### config.mk
export PLATFORM = sky130hd
export DESIGN_NAME = tkbvc_key
export DESIGN_NICKNAME = d
export VERILOG_FILES = /design/src/design/tkbvc_pkg.sv /design/src/design/tkbvc_key.sv
export SDC_FILE = /design/constraint.sdc
export NUM_CORES = 2
export LEC_CHECK = 0
export BUFFER_PORTS_ARGS = -buffer_cell sky130_fd_sc_hd__buf_2
export CORE_ASPECT_RATIO = 0.75
export CORE_UTILIZATION = 40
export CTS_BUF_LIST = sky130_fd_sc_hd__clkbuf_16
export CTS_CLUSTER_SIZE = 24
export DETAILED_ROUTE_END_ITERATION = 8
export GPL_ROUTABILITY_DRIVEN = 0
export PLACE_DENSITY = 0.55
export SLEW_MARGIN = 0
export SYNTH_ARGS = -nofsm -noshare
export SYNTH_HDL_FRONTEND = slang
export SYNTH_SLANG_ARGS = --single-unit
export TNS_END_PERCENT = 50
### constraint.sdc
create_clock -name clk -period 21 [get_ports clk]
set_input_delay 4.2 -clock clk [delete_from_list [all_inputs] [get_ports clk]]
set_output_delay 4.2 -clock clk [all_outputs]
set_load 0.05 [all_outputs]
### src/design/tkbvc_pkg.sv
// Package for the touch key baseline and valve control block.
// Holds defaults, register widths and codes, control structs and state types.
// No dependencies.
package tkbvc_pkg;

  // default sizes of the block
  localparam int CAL_SAMPLES_DEF = 50;
  localparam int MEDIAN_TAPS_DEF = 3;

  // raw reading and baseline widths
  localparam int SAMPLE_W = 16;
  localparam int BASE_W   = 32;
  localparam int FRAC_W   = 16;

  // configuration register widths
  localparam int THR_W     = 16;
  localparam int BOOT_W    = 16;
  localparam int TIMEOUT_W = 20;
  localparam int WEIGHT_W  = 16;

  // timer widths
  localparam int UPTIME_W  = 16;
  localparam int ELAPSED_W = 21;

  // configuration port
  localparam int CFG_ADDR_W = 5;
  localparam int CFG_DATA_W = 32;

  // register reset values
  localparam logic [THR_W-1:0]     THR_RST     = THR_W'(10);
  localparam logic [BOOT_W-1:0]    BOOT_RST    = BOOT_W'(10);
  localparam logic [TIMEOUT_W-1:0] TIMEOUT_RST = TIMEOUT_W'(1200);
  localparam logic [WEIGHT_W-1:0]  SLOW_RST    = WEIGHT_W'(328);
  localparam logic [WEIGHT_W-1:0]  FAST_RST    = WEIGHT_W'(6554);

  // register indexes (word address)
  typedef enum logic [2:0] {
    REG_THRESHOLD = 3'd0,
    REG_BOOT      = 3'd1,
    REG_TIMEOUT   = 3'd2,
    REG_SLOW      = 3'd3,
    REG_FAST      = 3'd4
  } tkbvc_reg_t;

  // valve command codes
  typedef enum logic [1:0] {
    VALVE_NONE  = 2'd0,
    VALVE_OPEN  = 2'd1,
    VALVE_CLOSE = 2'd2
  } tkbvc_valve_t;

  // sequencing of calibration, baseline forming and normal running
  typedef enum logic [1:0] {
    ST_CAL,
    ST_FORM_LO,
    ST_FORM_HI,
    ST_RUN
  } tkbvc_state_t;

  // per key control from the top level
  typedef struct packed {
    logic                push;
    logic                accum;
    logic                form_lo;
    logic                form_hi;
    logic                track;
    logic [WEIGHT_W-1:0] weight;
    logic [THR_W-1:0]    threshold;
  } tkbvc_key_ctrl_t;

endpackage

### src/design/tkbvc_key.sv
// One touch key channel: median window, touch detect, calibration sum,
// baseline forming by reciprocal multiply, and baseline tracking.
// Depends on tkbvc_pkg.
module tkbvc_key
  import tkbvc_pkg::*;
#(
  parameter int CAL_SAMPLES = CAL_SAMPLES_DEF,
  parameter int MEDIAN_TAPS = MEDIAN_TAPS_DEF
) (
  input  logic                clk,
  input  logic                rst_n,
  input  logic [SAMPLE_W-1:0] sample,
  input  tkbvc_key_ctrl_t     ctrl,
  output logic                touched
);

  // calibration sum and reciprocal of CAL_SAMPLES, exact for every sum
  localparam int SUM_W   = $clog2(CAL_SAMPLES * 65535 + 1);
  localparam int REC_S   = SUM_W + 24;
  localparam int REC_W   = REC_S + 1;
  localparam logic [63:0] RECIP = ((64'd1 << REC_S) + 64'(CAL_SAMPLES) - 64'd1)
                                  / 64'(CAL_SAMPLES);
  localparam int KL_W    = (REC_W + 1) / 2;
  localparam int FULL_W  = SUM_W + 2 * KL_W;
  localparam int PROD_W  = SUM_W + KL_W;
  localparam logic [KL_W-1:0] RECIP_LO = RECIP[KL_W-1:0];
  localparam logic [KL_W-1:0] RECIP_HI = KL_W'(RECIP >> KL_W);

  // median selection
  localparam int RANK_W = $clog2(MEDIAN_TAPS + 1);
  localparam int MID    = MEDIAN_TAPS / 2;

  logic [SAMPLE_W-1:0] win_r [MEDIAN_TAPS];
  logic [SAMPLE_W-1:0] win_new [MEDIAN_TAPS];
  logic [RANK_W-1:0]   rank [MEDIAN_TAPS];
  logic [SAMPLE_W-1:0] median;

  logic [SUM_W-1:0]    sum_r;
  logic [PROD_W-1:0]   plo_r;
  logic [KL_W-1:0]     recip_op;
  logic [PROD_W-1:0]   prod;
  logic [FULL_W-1:0]   full;

  logic [BASE_W-1:0]   base_r;
  logic [BASE_W-1:0]   base_nxt;
  logic [BASE_W-1:0]   target;
  logic [BASE_W-1:0]   diff;
  logic [BASE_W+WEIGHT_W-1:0] track_prod;
  logic [BASE_W-1:0]   delta;
  logic                rising;
  logic [SAMPLE_W:0]   lhs;

  // window after this item is pushed
  always_comb begin
    win_new[0] = sample;
    for (int i = 1; i < MEDIAN_TAPS; i++) begin
      win_new[i] = win_r[i-1];
    end
  end

  // stable rank of each tap, median is the tap of middle rank
  always_comb begin
    median = '0;
    for (int i = 0; i < MEDIAN_TAPS; i++) begin
      rank[i] = '0;
      for (int j = 0; j < MEDIAN_TAPS; j++) begin
        if (j != i) begin
          if (win_new[j] < win_new[i] || (win_new[j] == win_new[i] && j < i)) begin
            rank[i] = rank[i] + RANK_W'(1);
          end
        end
      end
      if (rank[i] == RANK_W'(MID)) begin
        median = median | win_new[i];
      end
    end
  end

  // touched when (median + threshold) in Q16.16 is below the baseline
  assign lhs     = {1'b0, median} + {1'b0, ctrl.threshold};
  assign touched = {lhs, {FRAC_W{1'b0}}} < {1'b0, base_r};

  // baseline forming: sum times reciprocal, split into two partial products
  assign recip_op = ctrl.form_hi ? RECIP_HI : RECIP_LO;
  assign prod     = PROD_W'(sum_r) * PROD_W'(recip_op);
  assign full     = (FULL_W'(prod) << KL_W) + FULL_W'(plo_r);

  // tracking step toward the median, truncated toward the old baseline
  assign target     = {median, {FRAC_W{1'b0}}};
  assign rising     = target >= base_r;
  assign diff       = rising ? (target - base_r) : (base_r - target);
  assign track_prod = (BASE_W+WEIGHT_W)'(diff) * (BASE_W+WEIGHT_W)'(ctrl.weight);
  assign delta      = track_prod[BASE_W+WEIGHT_W-1:WEIGHT_W];

  always_comb begin
    base_nxt = base_r;
    if (ctrl.form_hi) begin
      base_nxt = BASE_W'(full >> (SUM_W + 8));
    end else if (ctrl.track) begin
      base_nxt = rising ? (base_r + delta) : (base_r - delta);
    end
  end

  // window shift
  always_ff @(posedge clk) begin
    if (!rst_n) begin
      for (int i = 0; i < MEDIAN_TAPS; i++) begin
        win_r[i] <= '0;
      end
    end else if (ctrl.push) begin
      for (int i = 0; i < MEDIAN_TAPS; i++) begin
        win_r[i] <= win_new[i];
      end
    end
  end

  // calibration sum and baseline
  always_ff @(posedge clk) begin
    if (!rst_n) begin
      sum_r  <= '0;
      base_r <= '0;
    end else begin
      if (ctrl.accum) begin
        sum_r <= sum_r + SUM_W'(sample);
      end
      base_r <= base_nxt;
    end
  end

  // low partial product of the forming multiply
  always_ff @(posedge clk) begin
    if (ctrl.form_lo) begin
      plo_r <= prod;
    end
  end

endmodule

==> impl_metrics.json <==
{
  "cts_root_buffer": "clkbuf_16",
  "worst_r2r_startpoint": "win_r[0][1]",
  "synth.distinct_cells": 78,
  "die_area_sq_um": 100000,
  "syn-instance-count": 4638,
  "ioPinCount": 56,
  "ys_seq_elements": 104,
  "arrival_ns": 20.11,
  "path_clk_slew_ns": 0.08,
  "initial_core_util_pct": 40.6,
  "hp-class": "flip-flop to flip-flop",
  "hold_viol_final": 0,
  "port_buffers": 55,
  "rows": 99,
  "avgRoutedWirePerCell_um": 18.8,
  "end_kind": "flip-flop",
  "ys.flop_type": "dfxtp_1",
  "drc": 0,
  "r2r_end": "base_r[31]",
  "clk_latency_ns": 0.36,
  "nets": 5858,
  "grt_start_max_net_pins": 89,
  "clock_path_buffers": 2,
  "synth_warnings": 0,
  "slew_headroom_pct": 23.7,
  "synth_edf_count": 50,
  "chipHeight_um": 275,
  "worstRegToRegCells": 63,
  "worst_pin_slew_ns": 1.14,
  "crit_family": "compound AO/OA/AOI/OAI gates",
  "synth_area_sq_um": 39700,
  "coreArea_sq_um": 97700,
  "h-tree-depth": 3,
  "gr-total-overflow": 0,
  "criticalPathCategory": "input port to flip-flop",
  "die_x_um": 366,
  "via_per_inst": 5.22,
  "grt_setup_unrepaired": "false",
  "drv_cap": 0,
  "clkSinkCount": 104,
  "vias": 30900,
  "tns_ns": 0,
  "grt_usage_pct": 23.1,
  "synth_top_area_share_pct": 33.9,
  "grt_pass1_wl_mm": 181,
  "dr.pass1.iters": 7,
  "r2r_slack_ns": 4.67,
  "antenna_found_initial": 0,
  "post_cts_buffers": 0,
  "yosys-top-cells-area": "fa_1 (34%), ha_1 (17%), inv_1 (9.0%)",
  "globalRouteMet3Util_pct": 4.92,
  "cts_tree": "built",
  "synthArstFlopShare_pct": 0,
  "synth_area_per_cell_sq_um": 8.55,
  "crit_slowest_cell": "nor3_1",
  "status": "finished, final reports clean",
  "met2_usage_pct": 33.1,
  "crit_cells": 63,
  "yosysSeqAreaShare_pct": 6.51,
  "worstPathRequired_ns": 21.25,
  "grt_pass1_vias": 31800,
  "path_max_fanout": 20,
  "first_iter_violations": 1936,
  "fmax_mhz": 50.4,
  "yosysMostFrequentCell": "inv_1",
  "ant_nets": 0,
  "maxSlewViolCount": 0,
  "min_period_over_period_pct": 94.6,
  "n_fill_cell": 9998,
  "fin_skew_ns": 0.0144,
  "endpoint": "base_r[31]",
  "drive_gt1_share_pct": 3.57,
  "met1_usage_pct": 36.4,
  "synth_top_area_cell": "fa_1",
  "crit_start": "sample[1]",
  "wl_mm": 111,
  "finalCriticalPeriod_ns": 19.86,
  "critPathBufInv": 7,
  "critPathMaxStageDelay_ns": 0.93,
  "dp_hpwl_mm": 94.4,
  "crit_path_start_kind": "input port",
  "syn2layout_area_growth_pct": 5.14,
  "gr-max-usage-layer": "met1",
  "ys_top_cells_by_count": "inv_1 (954), fa_1 (671), nand2_1 (572)",
  "setup_viol": 0,
  "crit_top_cell": "o21a_1",
  "numCtsBuffers": 9
}
## cell usage in the layout, fill, tap and decap left out, drive strengths merged, types with 16 or more instances in the layout
master  instances
inv           960
fa            671
nand2         572
ha            541
a21oi         197
and2          178
nor2          157
xnor2         134
o21ai         118
buf           116
a21o           94
xor2           66
and3           65
nand3          60
nor3           54
dfxtp          54
edfxtp         50
a211oi         46
o21a           42
nand4          40
nor2b          40
nand2b         28
mux2i          28
o211ai         25
o21bai         24
or3            21
or2            16
## logic make-up after synthesis
group | synth area share, %
simple gates | 15.3
fa+ha+maj | 50.9
buf+inv | 10.7
compound gates | 11.4
xor+xnor | 4.42
flops | 6.51
mux | 0.706
other cells | 0.0189
## repair_timing
item,CTS,global route
gates resized for setup,0,1
setup endpoints to repair,0,1
hold buffers,0,0
## metrics by stage
step / utilization (%) / area (sq um) / setup WS [ns] / std cells / hold WS (ns)
6_report: 42.7 / 41700 / 1.14 / 5913 / 0.501
5_1_grt: 42.7 / 41700 / 0.0795 / 5909 / 0.553
4_1_cts: 42.7 / 41700 / 1.32 / 5909 / 0.512
3_5_place_dp: 42.4 / 41400 / 0.981 / 5893 / 0.492
3_3_place_gp: 42.4 / 41400 / 1.19 / 5893 / 0.477
2_1_floorplan: - / 39700 / 2.29 / 4639 / 0.519
## how the worst min path moves through the flow
stage / from / to / slack [ns] / cells after the start
after global routing: sum_r[13] / sum_r[13] / 0.55 / 2
after global placement: sum_r[13] / sum_r[13] / 0.48 / 2
after detailed placement: sum_r[13] / sum_r[13] / 0.49 / 2
after CTS: sum_r[13] / sum_r[13] / 0.51 / 2
final: sum_r[13] / sum_r[13] / 0.50 / 2
after floorplan: sum_r[21] / sum_r[21] / 0.52 / 2
## flip-flops by register name (all words and copies together), names as in the netlist
signal / count
base_r: 32
plo_r: 18
sum_r: 22
win_r: 32
## routing by layer
layer  wire, um  up-vias
met2      45100      821
met4        692        0
met1      56500    15300
li1           -    14700
met5          0        -
met3       8930       54
## worst register-to-register path, delay by kind of cell (launching register included)
family,cells,cell delay (ns)
AO/OA/AOI/OAI,26,5.58
AND/OR/NAND/NOR,16,4.24
XOR/XNOR,4,0.74
buffers and inverters,7,0.71
adder cells (fa/ha/maj),10,4.49
flip-flops,1,0.46
## final cells by class
class                   instances  area, sq um  area share, %
well taps                    1313         1640           3.94
clock inverters                 6         40.0         0.0960
inverters                     957         3590           8.61
diodes                          4         10.0         0.0240
repair buffers                116          733           1.76
multi-input cells            3403        32900           78.8
flip-flops and latches        104         2580           6.19
clock buffers                  10          250          0.600
Power is left out: the tool's default activity adds up to more than one toggle a clock period on the data nets, which glitch-free logic cannot reach.
